**config.mk**
```make
export PLATFORM = sky130hd
export DESIGN_NAME = tree_collision_resolution_monitor_unit_flat
export DESIGN_NICKNAME = d
export VERILOG_FILES = /design/src/tcrm_pkg.sv /design/src/tcrm_in_if.sv /design/src/tcrm_out_if.sv /design/src/tcrm_cfg_if.sv /design/src/tcrm_seq.sv /design/src/tcrm_dp.sv /design/src/tree_collision_resolution_monitor_unit.sv /design/src/flat_wrapper.sv
export SDC_FILE = /design/constraint.sdc
export NUM_CORES = 1
export LEC_CHECK = 0
export BUFFER_PORTS_ARGS = -buffer_cell sky130_fd_sc_hd__buf_4
export CORE_AREA = 2 2 118 177
export CTS_CLUSTER_DIAMETER = 200
export DETAILED_ROUTE_END_ITERATION = 16
export DIE_AREA = 0 0 120 179
export MAX_ROUTING_LAYER = met4
export PLACE_DENSITY_LB_ADDON = 0.1
export SYNTH_ARGS = -nofsm -noshare
export SYNTH_HDL_FRONTEND = slang
export SYNTH_SLANG_ARGS = --single-unit
```
**constraint.sdc**
```tcl
create_clock -name clk -period 4.2 [get_ports clk]
set_clock_uncertainty 0.15 [all_clocks]
set_input_delay 0.84 -clock clk [delete_from_list [all_inputs] [get_ports clk]]
set_output_delay 0.84 -clock clk [all_outputs]
set_load 0.02 [all_outputs]
```
**src/tcrm_pkg.sv**
```systemverilog
package tcrm_pkg;

  localparam int NSTATIONS_DEF = 16;
  localparam int LEVELS_DEF    = 5;

  localparam int CMD_W     = 2;
  localparam int STATION_W = 4;
  localparam int LEVEL_W   = 3;

  typedef enum logic [1:0] {
    CMD_START     = 2'd0,
    CMD_SUCCESS   = 2'd1,
    CMD_COLLISION = 2'd2,
    CMD_EMPTY     = 2'd3
  } cmd_t;

  typedef enum logic [2:0] {
    PTR_HOLD,
    PTR_ZERO,
    PTR_INC,
    PTR_DEC,
    PTR_DEPTH_M1
  } ptr_op_t;

  typedef enum logic [2:0] {
    ACT_NONE,
    ACT_CHECK,
    ACT_MARK,
    ACT_CLEAR,
    ACT_DESCEND,
    ACT_ADVANCE,
    ACT_END,
    ACT_OUTPUT
  } act_t;

  typedef enum logic [2:0] {
    COND_ALWAYS,
    COND_SKIP_CHECK,
    COND_CHECK_MORE,
    COND_CLEAR_MORE,
    COND_RUNNING,
    COND_DEPTH_ZERO,
    COND_ADV_MORE,
    COND_OUT_FREE
  } cond_t;

  typedef enum logic [3:0] {
    S_IDLE,
    S_ST_INIT,
    S_ST_CHECK,
    S_ST_MARK,
    S_SU_INIT,
    S_SU_CLEAR,
    S_SU_NEXT,
    S_CO_DESC,
    S_EM_TEST,
    S_AD_INIT,
    S_AD_STEP,
    S_AD_END,
    S_FIN
  } step_t;

  typedef struct packed {
    ptr_op_t ptr_op;
    act_t    act;
    cond_t   cond;
    step_t   tgt_t;
    step_t   tgt_f;
  } uword_t;

  typedef struct packed {
    ptr_op_t ptr_op;
    act_t    act;
    logic    taken;
  } dp_ctrl_t;

  typedef struct packed {
    logic skip_check;
    logic check_more;
    logic clear_more;
    logic running;
    logic depth_zero;
    logic adv_more;
    logic out_free;
  } dp_flags_t;

  // Microprogram: one control word per step
  function automatic uword_t ucode(step_t s);
    uword_t w;
    case (s)
      S_ST_INIT:  w = '{PTR_ZERO,     ACT_NONE,    COND_SKIP_CHECK, S_ST_MARK,  S_ST_CHECK};
      S_ST_CHECK: w = '{PTR_INC,      ACT_CHECK,   COND_CHECK_MORE, S_ST_CHECK, S_ST_MARK};
      S_ST_MARK:  w = '{PTR_HOLD,     ACT_MARK,    COND_ALWAYS,     S_FIN,      S_FIN};
      S_SU_INIT:  w = '{PTR_ZERO,     ACT_NONE,    COND_ALWAYS,     S_SU_CLEAR, S_SU_CLEAR};
      S_SU_CLEAR: w = '{PTR_INC,      ACT_CLEAR,   COND_CLEAR_MORE, S_SU_CLEAR, S_SU_NEXT};
      S_SU_NEXT:  w = '{PTR_HOLD,     ACT_NONE,    COND_RUNNING,    S_AD_INIT,  S_FIN};
      S_CO_DESC:  w = '{PTR_HOLD,     ACT_DESCEND, COND_ALWAYS,     S_FIN,      S_FIN};
      S_EM_TEST:  w = '{PTR_HOLD,     ACT_NONE,    COND_RUNNING,    S_AD_INIT,  S_FIN};
      S_AD_INIT:  w = '{PTR_DEPTH_M1, ACT_NONE,    COND_DEPTH_ZERO, S_AD_END,   S_AD_STEP};
      S_AD_STEP:  w = '{PTR_DEC,      ACT_ADVANCE, COND_ADV_MORE,   S_AD_STEP,  S_FIN};
      S_AD_END:   w = '{PTR_HOLD,     ACT_END,     COND_ALWAYS,     S_FIN,      S_FIN};
      S_FIN:      w = '{PTR_HOLD,     ACT_OUTPUT,  COND_OUT_FREE,   S_IDLE,     S_FIN};
      default:    w = '{PTR_HOLD,     ACT_NONE,    COND_ALWAYS,     S_IDLE,     S_IDLE};
    endcase
    return w;
  endfunction

  function automatic step_t entry(cmd_t c);
    step_t s;
    case (c)
      CMD_START:     s = S_ST_INIT;
      CMD_SUCCESS:   s = S_SU_INIT;
      CMD_COLLISION: s = S_CO_DESC;
      CMD_EMPTY:     s = S_EM_TEST;
      default:       s = S_IDLE;
    endcase
    return s;
  endfunction

endpackage

```
**src/tcrm_in_if.sv**
```systemverilog
interface tcrm_in_if import tcrm_pkg::*; ();
  logic                 valid;
  logic                 ready;
  logic [CMD_W-1:0]     cmd;
  logic [STATION_W-1:0] station;

  modport source (output valid, cmd, station, input ready);
  modport sink   (input valid, cmd, station, output ready);
endinterface

```
**src/tcrm_out_if.sv**
```systemverilog
interface tcrm_out_if import tcrm_pkg::*; ();
  logic               valid;
  logic               ready;
  logic               illegal_transmission;
  logic               unknown_player;
  logic               players_left_behind;
  logic               depth_overflow;
  logic               tournament_active;
  logic [LEVEL_W-1:0] tree_level;

  modport source (output valid, illegal_transmission, unknown_player, players_left_behind,
                  depth_overflow, tournament_active, tree_level, input ready);
  modport sink   (input valid, illegal_transmission, unknown_player, players_left_behind,
                  depth_overflow, tournament_active, tree_level, output ready);
endinterface

```
**src/tcrm_cfg_if.sv**
```systemverilog
interface tcrm_cfg_if;
  logic valid;
  logic ready;
  logic left_bit;

  modport source (output valid, left_bit, input ready);
  modport sink   (input valid, left_bit, output ready);
endinterface

```
**src/tcrm_seq.sv**
```systemverilog
module tcrm_seq import tcrm_pkg::*; (
  input  logic      clk,
  input  logic      rst_n,
  input  logic      accept,
  input  cmd_t      cmd,
  input  dp_flags_t flags,
  output dp_ctrl_t  ctrl,
  output logic      idle
);

  step_t  pc_r, pc_nxt;
  uword_t uw;
  logic   taken;

  always_comb begin
    uw = ucode(pc_r);
    case (uw.cond)
      COND_ALWAYS:     taken = 1'b1;
      COND_SKIP_CHECK: taken = flags.skip_check;
      COND_CHECK_MORE: taken = flags.check_more;
      COND_CLEAR_MORE: taken = flags.clear_more;
      COND_RUNNING:    taken = flags.running;
      COND_DEPTH_ZERO: taken = flags.depth_zero;
      COND_ADV_MORE:   taken = flags.adv_more;
      COND_OUT_FREE:   taken = flags.out_free;
      default:         taken = 1'b0;
    endcase
    if (pc_r == S_IDLE) begin
      pc_nxt = accept ? entry(cmd) : S_IDLE;
    end else begin
      pc_nxt = taken ? uw.tgt_t : uw.tgt_f;
    end
  end

  assign ctrl = '{ptr_op: uw.ptr_op, act: uw.act, taken: taken};
  assign idle = (pc_r == S_IDLE);

  always_ff @(posedge clk) begin
    if (!rst_n) begin
      pc_r <= S_IDLE;
    end else begin
      pc_r <= pc_nxt;
    end
  end

endmodule

```
**src/tcrm_dp.sv**
```systemverilog
module tcrm_dp import tcrm_pkg::*; #(
  parameter int NSTATIONS = NSTATIONS_DEF,
  parameter int LEVELS    = LEVELS_DEF
) (
  input  logic                 clk,
  input  logic                 rst_n,
  input  logic                 accept,
  input  logic [STATION_W-1:0] station,
  input  logic                 cfg_we,
  input  logic                 cfg_left_bit,
  input  dp_ctrl_t             ctrl,
  output dp_flags_t            flags,
  tcrm_out_if.source           out_if
);

  localparam int DW = $clog2(LEVELS + 1);
  localparam int IW = $clog2(LEVELS);

  logic [DW-1:0]        ptr_r, depth_r;
  logic                 running_r;
  logic                 left_r;
  logic [LEVELS-1:0]    branch_r;
  logic [NSTATIONS-1:0] marks_r [LEVELS];
  logic [STATION_W-1:0] station_r;
  logic                 illegal_r, unknown_r, behind_r, overflow_r;
  logic                 out_valid_r;
  logic                 out_illegal_r, out_unknown_r, out_behind_r, out_overflow_r;
  logic                 out_active_r;
  logic [LEVEL_W-1:0]   out_level_r;

  logic [IW-1:0]        ptr_idx, depth_idx;
  logic                 ptr_in;
  logic [NSTATIONS-1:0] marks_at, mask;
  logic                 branch_at, st_bit;

  assign ptr_idx   = ptr_r[IW-1:0];
  assign depth_idx = depth_r[IW-1:0];
  assign ptr_in    = 32'(ptr_r) < LEVELS;
  assign marks_at  = ptr_in ? marks_r[ptr_idx] : '0;
  assign branch_at = ptr_in ? branch_r[ptr_idx] : 1'b0;
  // address bits above the station field read as zero
  assign st_bit    = (32'(ptr_r) < STATION_W) ? station_r[ptr_r[1:0]] : 1'b0;

  always_comb begin
    for (int i = 0; i < NSTATIONS; i++) begin
      mask[i] = (32'(station_r) == i);
    end
  end

  always_comb begin
    flags.skip_check = !running_r || (depth_r == '0);
    flags.check_more = (32'(ptr_r) + 1) < 32'(depth_r);
    flags.clear_more = (ptr_r < depth_r) && ((32'(ptr_r) + 1) < LEVELS);
    flags.running    = running_r;
    flags.depth_zero = (depth_r == '0);
    flags.adv_more   = (branch_at != left_r) && (ptr_r != '0);
    flags.out_free   = !out_valid_r || out_if.ready;
  end

  always_ff @(posedge clk) begin
    if (!rst_n) begin
      ptr_r       <= '0;
      depth_r     <= '0;
      running_r   <= 1'b0;
      left_r      <= 1'b0;
      branch_r    <= '0;
      out_valid_r <= 1'b0;
      for (int i = 0; i < LEVELS; i++) begin
        marks_r[i] <= '0;
      end
    end else begin
      if (cfg_we) begin
        left_r <= cfg_left_bit;
      end
      if (out_valid_r && out_if.ready) begin
        out_valid_r <= 1'b0;
      end
      if (accept) begin
        station_r  <= station;
        illegal_r  <= 1'b0;
        unknown_r  <= 1'b0;
        behind_r   <= 1'b0;
        overflow_r <= 1'b0;
      end

      case (ctrl.ptr_op)
        PTR_ZERO:     ptr_r <= '0;
        PTR_INC:      ptr_r <= ptr_r + 1'b1;
        PTR_DEC:      ptr_r <= ptr_r - 1'b1;
        PTR_DEPTH_M1: ptr_r <= depth_r - 1'b1;
        default:      ptr_r <= ptr_r;
      endcase

      case (ctrl.act)
        ACT_CHECK: begin
          if (st_bit != branch_at) illegal_r <= 1'b1;
        end
        ACT_MARK: begin
          if (ptr_in) marks_r[ptr_idx] <= marks_at | mask;
        end
        ACT_CLEAR: begin
          if (ptr_in && (mask != '0) && ((marks_at & mask) != '0)) begin
            marks_r[ptr_idx] <= marks_at & ~mask;
          end else begin
            unknown_r <= 1'b1;
          end
        end
        ACT_DESCEND: begin
          if (32'(depth_r) >= LEVELS) begin
            overflow_r <= 1'b1;
          end else begin
            branch_r[depth_idx] <= left_r;
            depth_r             <= depth_r + 1'b1;
            running_r           <= 1'b1;
          end
        end
        ACT_ADVANCE: begin
          // turn a left branch right, otherwise pop this level
          if (branch_at == left_r) begin
            branch_r[ptr_idx] <= ~left_r;
          end else begin
            depth_r <= ptr_r;
            if (marks_at != '0) behind_r <= 1'b1;
            if (ptr_r == '0) running_r <= 1'b0;
          end
        end
        ACT_END: begin
          running_r <= 1'b0;
          depth_r   <= '0;
        end
        ACT_OUTPUT: begin
          if (ctrl.taken) begin
            out_valid_r    <= 1'b1;
            out_illegal_r  <= illegal_r;
            out_unknown_r  <= unknown_r;
            out_behind_r   <= behind_r;
            out_overflow_r <= overflow_r;
            out_active_r   <= running_r;
            out_level_r    <= LEVEL_W'(depth_r);
          end
        end
        default: ;
      endcase
    end
  end

  assign out_if.valid                = out_valid_r;
  assign out_if.illegal_transmission = out_illegal_r;
  assign out_if.unknown_player       = out_unknown_r;
  assign out_if.players_left_behind  = out_behind_r;
  assign out_if.depth_overflow       = out_overflow_r;
  assign out_if.tournament_active    = out_active_r;
  assign out_if.tree_level           = out_level_r;

endmodule

```
**src/tree_collision_resolution_monitor_unit.sv**
```systemverilog
// Tree collision resolution monitor.
// in_if carries one channel event per transfer (cmd, station); out_if returns
// one result per event with the rule-break flags and the tree state after it.
// cfg_if writes left_bit, the address bit value of a left branch; it is always
// ready. The user must write it only while no event is in flight; the block
// itself has no check for this. A small microprogram steps one tree level per
// cycle through a single level pointer. in_ready is high only while the
// sequencer sits idle, so one event is handled at a time.
// Results go to an output register: the next event is accepted while a
// result still waits, and a stalled receiver holds the sequencer in its final
// step until the register frees up, so nothing is lost.
// Reset (rst_n low at a clock edge) clears the tree depth, the tournament
// flag, all branch bits, all player marks and left_bit at once.
module tree_collision_resolution_monitor_unit import tcrm_pkg::*; #(
  parameter int NSTATIONS = NSTATIONS_DEF,
  parameter int LEVELS    = LEVELS_DEF
) (
  input  logic       clk,
  input  logic       rst_n,
  tcrm_in_if.sink    in_if,
  tcrm_out_if.source out_if,
  tcrm_cfg_if.sink   cfg_if
);

  logic      idle;
  logic      accept;
  dp_ctrl_t  ctrl;
  dp_flags_t flags;

  assign in_if.ready  = idle;
  assign accept       = in_if.valid && idle;
  assign cfg_if.ready = 1'b1;

  tcrm_seq u_seq (
    .clk    (clk),
    .rst_n  (rst_n),
    .accept (accept),
    .cmd    (cmd_t'(in_if.cmd)),
    .flags  (flags),
    .ctrl   (ctrl),
    .idle   (idle)
  );

  tcrm_dp #(
    .NSTATIONS (NSTATIONS),
    .LEVELS    (LEVELS)
  ) u_dp (
    .clk          (clk),
    .rst_n        (rst_n),
    .accept       (accept),
    .station      (in_if.station),
    .cfg_we       (cfg_if.valid),
    .cfg_left_bit (cfg_if.left_bit),
    .ctrl         (ctrl),
    .flags        (flags),
    .out_if       (out_if)
  );

  // a tournament runs exactly when the tree is below level zero
  a_running_depth: assert property (@(posedge clk) disable iff (!rst_n)
    flags.running == !flags.depth_zero)
    else $error("tournament flag disagrees with tree depth");

  a_busy_after_accept: assert property (@(posedge clk) disable iff (!rst_n)
    accept |=> !in_if.ready)
    else $error("input ready while an event is in flight");

  a_out_active_level: assert property (@(posedge clk) disable iff (!rst_n)
    out_if.valid |-> (out_if.tournament_active == (out_if.tree_level != '0)))
    else $error("result tournament flag disagrees with tree level");

  a_out_level_range: assert property (@(posedge clk) disable iff (!rst_n)
    out_if.valid |-> (32'(out_if.tree_level) <= LEVELS))
    else $error("result tree level beyond deepest level");

endmodule

```
**src/flat_wrapper.sv**
```systemverilog
// flat-port wrapper written by rule: the top's interface ports become plain ports
module tree_collision_resolution_monitor_unit_flat import tcrm_pkg::*;
#(
  parameter int NSTATIONS = NSTATIONS_DEF,
  parameter int LEVELS    = LEVELS_DEF
)
  (clk, rst_n, in_if_valid, in_if_cmd, in_if_station, in_if_ready, out_if_valid, out_if_illegal_transmission, out_if_unknown_player, out_if_players_left_behind, out_if_depth_overflow, out_if_tournament_active, out_if_tree_level, out_if_ready, cfg_if_valid, cfg_if_left_bit, cfg_if_ready);
  tcrm_in_if in_if_i ();
  tcrm_out_if out_if_i ();
  tcrm_cfg_if cfg_if_i ();
  input  logic clk;
  input  logic rst_n;
  input wire logic [$bits(in_if_i.valid)-1:0] in_if_valid;
  input wire logic [$bits(in_if_i.cmd)-1:0] in_if_cmd;
  input wire logic [$bits(in_if_i.station)-1:0] in_if_station;
  output wire logic [$bits(in_if_i.ready)-1:0] in_if_ready;
  output wire logic [$bits(out_if_i.valid)-1:0] out_if_valid;
  output wire logic [$bits(out_if_i.illegal_transmission)-1:0] out_if_illegal_transmission;
  output wire logic [$bits(out_if_i.unknown_player)-1:0] out_if_unknown_player;
  output wire logic [$bits(out_if_i.players_left_behind)-1:0] out_if_players_left_behind;
  output wire logic [$bits(out_if_i.depth_overflow)-1:0] out_if_depth_overflow;
  output wire logic [$bits(out_if_i.tournament_active)-1:0] out_if_tournament_active;
  output wire logic [$bits(out_if_i.tree_level)-1:0] out_if_tree_level;
  input wire logic [$bits(out_if_i.ready)-1:0] out_if_ready;
  input wire logic [$bits(cfg_if_i.valid)-1:0] cfg_if_valid;
  input wire logic [$bits(cfg_if_i.left_bit)-1:0] cfg_if_left_bit;
  output wire logic [$bits(cfg_if_i.ready)-1:0] cfg_if_ready;
  assign in_if_i.valid = in_if_valid;
  assign in_if_i.cmd = in_if_cmd;
  assign in_if_i.station = in_if_station;
  assign in_if_ready = in_if_i.ready;
  assign out_if_valid = out_if_i.valid;
  assign out_if_illegal_transmission = out_if_i.illegal_transmission;
  assign out_if_unknown_player = out_if_i.unknown_player;
  assign out_if_players_left_behind = out_if_i.players_left_behind;
  assign out_if_depth_overflow = out_if_i.depth_overflow;
  assign out_if_tournament_active = out_if_i.tournament_active;
  assign out_if_tree_level = out_if_i.tree_level;
  assign out_if_i.ready = out_if_ready;
  assign cfg_if_i.valid = cfg_if_valid;
  assign cfg_if_i.left_bit = cfg_if_left_bit;
  assign cfg_if_ready = cfg_if_i.ready;
  tree_collision_resolution_monitor_unit #(.NSTATIONS(NSTATIONS), .LEVELS(LEVELS)) u_core (.clk(clk), .rst_n(rst_n), .in_if(in_if_i), .out_if(out_if_i), .cfg_if(cfg_if_i));
endmodule
```
* Word-level counts from Yosys, hierarchy flattened
Memories as Yosys holds them, arrays and structs flattened. A register that Yosys moved wholly into a read port is not among the register bits.
Cells that the tools add are included.
** Word-level totals
- Bits in registers :: 34
- RAM bits :: 80
- Bits in read-only memories :: 272
- Input port bits :: 12
- Output and inout bits :: 11
- Logic and storage cells :: 177
- Memories kept :: 2
** Memory list
- (no name shown) :: words 16, width 17, rd ports 1, clocked after Yosys merged registers in 1, write ports 0, line tcrm_pkg.sv:90 : case (s)
- u_core.u_dp.marks_r :: words 5, width 16, rd ports 1, clocked after Yosys merged registers in 1, write ports 5, line tcrm_dp.sv:23 : logic [NSTATIONS-1:0] marks_r [LEVELS];
** Operators by class
- Add/sub/neg operators :: 5
- Magnitude comparators :: 11
- Equality and inequality tests :: 43
- Muxes and demuxes :: 61
- Bitwise logic cells :: 6
- Reductions and logical operators :: 31
** Operators by type and width (number)
- two-way mux 16 bit :: 3
- nonzero test 16 bit :: 3
- two-way mux 1 bit :: 35
- bitwise AND 16 bit :: 2
- == test 4 bit (second input constant) :: 8
- < comparator 32 x 3 -> 1 bit :: 1
- == test 3 bit (second input constant) :: 9
- == test 3 x 2 -> 1 bit (second input constant) :: 6
- == test 4 x 3 -> 1 bit (second input constant) :: 4
- two-way mux 4 bit :: 4
- inverter 16 bit :: 1
- bitwise OR 16 bit :: 1
- case mux 4 bit (4 select lines) :: 1
- OR reduction 16 bit :: 1
- two-way mux 3 bit :: 5
- case mux 3 bit (4 select lines) :: 1
- bitwise mux 5 bit :: 2
- two-way mux 5 bit :: 2
- case mux 5 bit (2 select lines) :: 1
- == test 3 x 1 -> 1 bit (second input constant) :: 3
- zero test 3 bit :: 3
- case mux 3 bit (3 select lines) :: 1
- AND reduction 3 bit :: 3
- == test 4 x 2 -> 1 bit (second input constant) :: 2
- 33 further kinds :: 55

* Longest topological paths before layout
Gate-level depths: netlist of the first run.
- Depth after elaboration :: 12
- Gate-level depth with buffers :: 16
- Depth with buffers taken out :: 14

* Modules after synthesis
From an unflattened synthesis of the first run, not the netlist that was laid out.
** Unflattened totals
- Cells, all modules :: 803
- Area total of the unflattened synthesis :: 9584.2 sq um
** Modules (own cells, without submodules)
- tcrm_dp :: times used 1, cells each 682, area each 8513.2 sq um
- tcrm_seq :: times used 1, cells each 118, area each 1053.5 sq um
- tree_collision_resolution_monitor_unit :: times used 1, cells each 3, area each 17.5 sq um

* Least setup slack after synthesis of the first run
OpenSTA, ideal clock, no wires.
- Path kind :: register to register
- Start point :: register (tool-made name)
- End point :: memory u_core.u_dp.marks_r[0][0] in the netlist's numbering, enable pin
- Library setup time :: 0.364 ns
- Arrival :: 3.105 ns
- Slack :: 0.581 ns
- Stages on the path, launching flop included :: 14
- Period minus slack after synthesis :: 3.619 ns
- Cells stage by stage :: dfxtp_1 > buf_6 > buf_6 > buf_6 > mux4_2 > mux2i_1 > o22ai_1 > a2111o_1 > nor4_4 > nor4_2 > buf_6 > o211ai_4 > buf_4 > nand2_1
** RTL lines (line)
- end: declaration :: tcrm_dp.sv:23

* Final worst setup path of the first run
- Start point :: register u_core.u_dp.ptr_r[1], in the netlist u_core.u_dp.ptr_idx[1]
- End point :: register, netlist name u_core.u_seq.uw[12]
** On the way
- Word-level cells in the longest chain between the ends :: 9
- Elaborated cells on any way between the ends :: 16
- Classes of those cells :: 1 x add/sub; 4 x order compare; 1 x eq/ne; 7 x mux; 3 x reduce/logical
** RTL lines
- start: declaration :: line tcrm_dp.sv:19 : logic [DW-1:0] ptr_r, depth_r;
- start signal: assignment :: line tcrm_dp.sv:88 : PTR_INC: ptr_r <= ptr_r + 1'b1;
- start signal: assignment :: line tcrm_dp.sv:89 : PTR_DEC: ptr_r <= ptr_r - 1'b1;
- start signal: assignment :: line tcrm_dp.sv:90 : PTR_DEPTH_M1: ptr_r <= depth_r - 1'b1;
- branches (longest 5 deep; another with < comparator 32 x 3 -> 1 bit)
- case mux 1 bit (8 select lines) (*) :: line tcrm_seq.sv:17 : case (uw.cond)
- two-way mux 4 bit (*) :: line tcrm_seq.sv:31 : pc_nxt = taken ? uw.tgt_t : uw.tgt_f;
- two-way mux 4 bit (*) :: line tcrm_seq.sv:28 : if (pc_r == S_IDLE) begin
- two-way mux 4 bit (no source line) (*)
Mark *: on every way between the ends. The select of a mux whose other input is x is not followed.
A chain may end at the register's enable or synchronous reset.

==> flow_summary.ini, run 1 <==
[worst_setup_path]
worstSetupPathType = register to register
worstSetupEndpointType = register
r2r_end = u_core.u_seq.uw[12]
r2r-start = u_core.u_dp.ptr_idx[1]
worst_ep_arrival_time_ps = 4080
reg2reg_slack_ps = 330
worst_r2r_path_depth = 13
cp_max_fo = 15
startpoint = u_core.u_dp.ptr_idx[1]
endpoint = u_core.u_seq.uw[12]
cp.required_ps = 4410
crit_path_start_kind = register

[timing]
min_period_ps = 3870
slew_headroom = 0.469
rsz0062_at_grt = no
period_share = 0.921
fmax_mhz = 258
setup_viol = 0
final.setup.tns_ps = 0
hold_slack_ps = 312
worst_pin_slew_ps = 797
maxSlewViolCount = 0
setup_ws_ps = 331
hold_viol_final = 0

[job]
maxCapViolations = 0

[synth]
synth.cell_area_um2 = 8830
yosys.area.top_type = edfxtp_1
ys.flop_type = edfxtp_1
synth_edf_count = 144
synth.top_cells.by_area = edfxtp_1, mux4_2, dfxtp_1
synth_top_area_share = 0.489
synth_cells = 727
ys_ff_latch = 181
synth-seq-area-share = 0.573
syn_avg_cell_area_um2 = 12.2
ys_warn_count = 0
synth_cell_types = 73
async_flop_share = 0

[place]
dpl.cell_count = 1046
dp_hpwl_um = 14900
pre_cts_ws_ps = 179
portBuffers = 21
placed_area_um2 = 9540
gp_congestion = 0.892

[drt]
routed_wl_um = 21600
ant_nets = 0
vias = 5937
drt-initial-drc-count = 363
vias_per_cell = 5.50
dr.pass1.iters = 5
drc = 0
routedWlPerCell_um = 20.0

[cts]
clockRootBuffer = clkbuf_16
max-clock-path-buffers = 2
cts.clk_slew.worst_paths_ps = 70
htreeDepth = 4
cts_tree = done
clock_sinks = 181
clock_latency_ps = 430
holdBufCountCts = 0
cts_inserted_buffers = 17

[global_route]
grt.total_usage = 0.219
overflow = 0
antenna_found_initial = 0
grt_max_degree = 33
grt_pass1_vias = 6275
grt_pass1_wl_um = 33800

[floorplan]
start_util = 0.440
placementRows = 64
die_w_um = 120
die_height_um = 179
ioPinCount = 23
die_area_um2 = 21500
core_area_um2 = 20100

[run_status]
status = finished clean

[min_path]
hold_class = register to register

[cells_and_area]
drive_gt1_frac = 0.161
layout.nets = 831
syn_to_final_growth_pct = 14.4
design_area_um2 = 10100
stdcell_count = 1080
diodes = 0
fillCellCount = 1829
final_util = 0.503

[pwr]
power_mw = 5.55
power_density_nw_per_um2 = 549
ir_drop_mv = 0.271
p_leak_nw = 3.87
[state kept, by name (all words and copies together), names as in the netlist, 3 cells and up, named ones only]
register and cells:
u_core.u_dp.station_r 4, u_core.u_dp.out_if.tree_level 3, u_core.u_seq.pc_r 4, u_core.u_seq.uw 16, u_core.u_dp.marks_r 128, u_core.u_dp.depth_idx 3, u_core.u_dp.branch_r 5, u_core.u_dp.ptr_idx 3
[layer usage]
layer,up-vias,wire length (um),GRT usage
met5,-,0,-
met4,0,562,0.0902
met3,33,614,0.0321
met2,120,12400,0.411
met1,2961,8030,0.227
li1,2823,-,-
[worst min-delay path by stage]
| stage | startpoint | to | slack [ps] | cells past startpoint |
|---|---|---|---|---|
| 2_1_floorplan | u_core.u_dp.depth_idx[2] | u_core.u_dp.out_if.tree_level[2] | 260 | 0 |
| 3_3_place_gp | u_core.u_dp.illegal_r | u_core.u_dp.out_if.illegal_transmission | 300 | 0 |
| 3_5_place_dp | u_core.u_dp.behind_r | u_core.u_dp.out_if.players_left_behind | 290 | 0 |
| 4_1_cts | u_core.u_dp.overflow_r | u_core.u_dp.out_if.depth_overflow | 320 | 0 |
| 5_1_grt | u_core.u_dp.overflow_r | u_core.u_dp.out_if.depth_overflow | 330 | 0 |
| 6_report | u_core.u_dp.overflow_r | u_core.u_dp.out_if.depth_overflow | 310 | 0 |
[critical path, stage by stage (launching register included)]
cell and delay, ps:
dfxtp_1 680, inv_1 170, ha_1 320, ha_1 270, o21ai_0 70, a31oi_1 160, o32ai_1 150, a211o_1 380
o211ai_1 150, o311a_1 470, ha_1 260, inv_1 80, or2_2 320, a31oi_1 170
[logic make-up (layout without fill, tap and decap cells)]
group           after synthesis  after routing  share of synthesized area
simple gates                251            251                      0.128
flops                       181            181                      0.573
compound gates              131            131                      0.112
buf+inv                      81            123                     0.0412
mux                          58             58                      0.115
fa+ha+maj                    16             16                     0.0227
xor+xnor                      7              7                    0.00694
other cells                   2             49                   0.000850
[report_power, final]
| part | switching [mW] | total, mW | internal, mW |
|---|---|---|---|
| logic | 0.979 | 1.62 | 0.643 |
| registers | 0.166 | 2.45 | 2.29 |
| clock network | 0.668 | 1.48 | 0.811 |
| total | 1.81 | 5.55 | 3.74 |
[Yosys cell counts, types with 12 or more instances]
cell type and instances:
nor2_1 139, nand2_1 41, inv_1 37, mux2i_1 22, clkbuf_1 20, mux4_2 35, a21oi_1 17, a21o_1 12
ha_1 16, o21ai_0 22, dfxtp_1 37, edfxtp_1 144
[final cells by class]
class | instances | area, um^2 | share of cell area
sequential | 181 | 5070 | 0.501
multi-input combinational | 512 | 3600 | 0.356
clock buffer | 19 | 433 | 0.0428
timing repair buffer | 51 | 420 | 0.0416
tap | 264 | 330 | 0.0327
inverter | 40 | 150 | 0.0149
clock inverter | 13 | 109 | 0.0108
[timing repair]
item	4_1_cts	5_1_grt
setup endpoints to repair	0	7
resized for setup	0	1
hold endpoints to repair	0	0
setup buffers	0	2
[cells in the final DEF (no fill, tap or decap), drive strengths merged, types with 16 or more instances in the layout]
master	instances
inv	40
edfxtp	144
a21oi	17
mux2i	22
mux4	35
o21ai	24
dfxtp	37
ha	16
clkbuf	19
conb	49
buf	51
nand2	41
nor2	139
No activity file was read; power rests on OpenSTA's default activity.
==> inputs of run 2 (changes only) <==
- REMOVE_ABC_BUFFERS: unset -> 1
==> flow_summary.ini, run 2 (same netlist as run 1, synthesis figures left out) <==
[floorplan]
die_area_um2 = 21500
core_area_um2 = 20100
placementRows = 64
ioPinCount = 23
start_util = 0.440
die_height_um = 179
die_w_um = 120

[worst_setup_path]
worst_ep_arrival_time_ps = 4180
cp.required_ps = 4400
r2r-start = u_core.u_dp.ptr_idx[2]
worst_r2r_path_depth = 10
startpoint = u_core.u_dp.ptr_idx[2]
crit_path_start_kind = register
cp_max_fo = 15
worstSetupEndpointType = register
worstSetupPathType = register to register
reg2reg_slack_ps = 220
r2r_end = u_core.u_seq.uw[15]
endpoint = u_core.u_seq.uw[15]

[cts]
clock_latency_ps = 440
clock_sinks = 181
cts-resized-gates = 0
cts_inserted_buffers = 17
cts.clk_slew.worst_paths_ps = 70
post_cts_buffers = 0
max-clock-path-buffers = 2
clockRootBuffer = clkbuf_16
cts_tree = done
htreeDepth = 4
holdBufCountCts = 0

[pwr]
p_int_mw = 3.80
p_sw_frac = 0.325
power_density_nw_per_um2 = 553
p_comb_frac = 0.293
power_frac_clock = 0.274
sequentialPowerShare = 0.432
p_sw_mw = 1.83
ir_drop_mv = 0.318
p_leak_nw = 3.91

[job]
maxCapViolations = 0

[min_path]
hold_class = register to register

[cells_and_area]
syn_to_final_growth_pct = 15.0
stdcell_count = 1086
final_cell_mix = edfxtp_1, nor2_1, buf_4
mostFrequentLayoutCell = edfxtp_1
top_register = u_core.u_dp.marks_r
drive_gt1_frac = 0.164
diodes = 0
layout.nets = 837
fillCellCount = 1792
largest_reg_flops = 128
final_util = 0.505

[timing]
hold_viol_final = 0
worst_pin_slew_ps = 893
min_period_ps = 3980
rsz0062_at_grt = no
period_share = 0.947
setup_viol = 0
fmax_mhz = 251
slew_headroom = 0.399
maxSlewViolCount = 0

[drt]
vias_per_cell = 5.63
drt-initial-drc-count = 434
ant_nets = 0
dr.pass1.iters = 6
routedWlPerCell_um = 20.1
drc = 0
vias = 6114
routed_wl_um = 21800

[global_route]
overflow = 0
busiest_layer = met2
grt_max_degree = 33
met3_usage = 0.0388
met1_usage = 0.223
grtUsageMet2 = 0.417
grt.total_usage = 0.220
antenna_found_initial = 0
grt_pass1_wl_um = 34100
grt_pass1_vias = 6352

[place]
gp_congestion = 0.864
dp_hpwl_um = 15300
portBuffers = 21
dpl.cell_count = 1054

[run_status]
status = finished clean
[run 2: cell types whose count changed in the layout (fill, tap and decap cells not counted)]
cell | before | now
bufinv_16 | 1 | 2
buf_12 | 3 | 2
nor4_2 | 1 | 0
clkinv_1 | 3 | 4
clkinvlp_4 | 4 | 3
clkinvlp_2 | 1 | 0
buf_4 | 48 | 55
nor4_1 | 5 | 6
clkinv_2 | 2 | 1
clkinv_4 | 2 | 3
[run 2: per-stage QoR]
| stage | hold WS, ps | area (um^2) | setup slack (ps) | power [mW] | setup TNS, ps |
|---|---|---|---|---|---|
| 6_report | 320 | 10200 | 221 | 5.62 | 0 |
| 4_1_cts | 325 | 10200 | 223 | 5.68 | 0 |
| 2_1_floorplan | 276 | 8800 | -1270 | 3.56 | -168450 |
| 3_5_place_dp | 308 | 9590 | 250 | 4.13 | 0 |
| 5_1_grt | 344 | 10200 | 12.6 | 5.91 | 0 |
| 3_3_place_gp | 294 | 9590 | 256 | 4.08 | 0 |
[run 2: cell type report]
| type | count | area (um^2) | area share |
|---|---|---|---|
| clock buffers | 19 | 433 | 0.0426 |
| flip-flops and latches | 181 | 5070 | 0.499 |
| multi-input cells | 512 | 3590 | 0.354 |
| inverters | 40 | 150 | 0.0148 |
| well taps | 264 | 330 | 0.0325 |
| repair buffers | 57 | 453 | 0.0446 |
| clock inverters | 13 | 134 | 0.0132 |
[run 2: worst max-delay path: stages (launching register included)]
cell and delay, ps:
dfxtp_1 700, nor2b_1 160, nor4_1 710, a221oi_1 270
a21oi_1 480, o211ai_1 390, inv_2 210, ha_1 210
inv_1 100, or2_2 330, mux2i_1 190
[run 2: worst min-delay path by stage]
stage / to / from / slack (ps) / depth (start not counted)
floorplan: u_core.u_dp.out_if.illegal_transmission / u_core.u_dp.illegal_r / 280 / 0
CTS: u_core.u_dp.out_if.depth_overflow / u_core.u_dp.overflow_r / 320 / 0
global route: u_core.u_dp.out_if.depth_overflow / u_core.u_dp.overflow_r / 340 / 0
global placement: u_core.u_dp.out_if.depth_overflow / u_core.u_dp.overflow_r / 290 / 0
detailed placement: u_core.u_dp.out_if.depth_overflow / u_core.u_dp.overflow_r / 310 / 0
finish: u_core.u_dp.out_if.depth_overflow / u_core.u_dp.overflow_r / 320 / 0
[run 2: power groups by stage]
| stage | clock network (mW) | logic, mW | registers, mW |
|---|---|---|---|
| floorplan | 0 | 1.08 | 2.48 |
| global placement | 0 | 1.63 | 2.46 |
| detailed placement | 0 | 1.67 | 2.47 |
| CTS | 1.58 | 1.67 | 2.43 |
| global route | 1.64 | 1.82 | 2.45 |
| finish | 1.54 | 1.65 | 2.43 |
[run 2: metal layers]
| metal | wire length (um) | vias up |
|---|---|---|
| met4 | 476 | 0 |
| met2 | 12700 | 168 |
| met5 | 0 | - |
| li1 | - | 2844 |
| met3 | 801 | 37 |
| met1 | 7800 | 3065 |
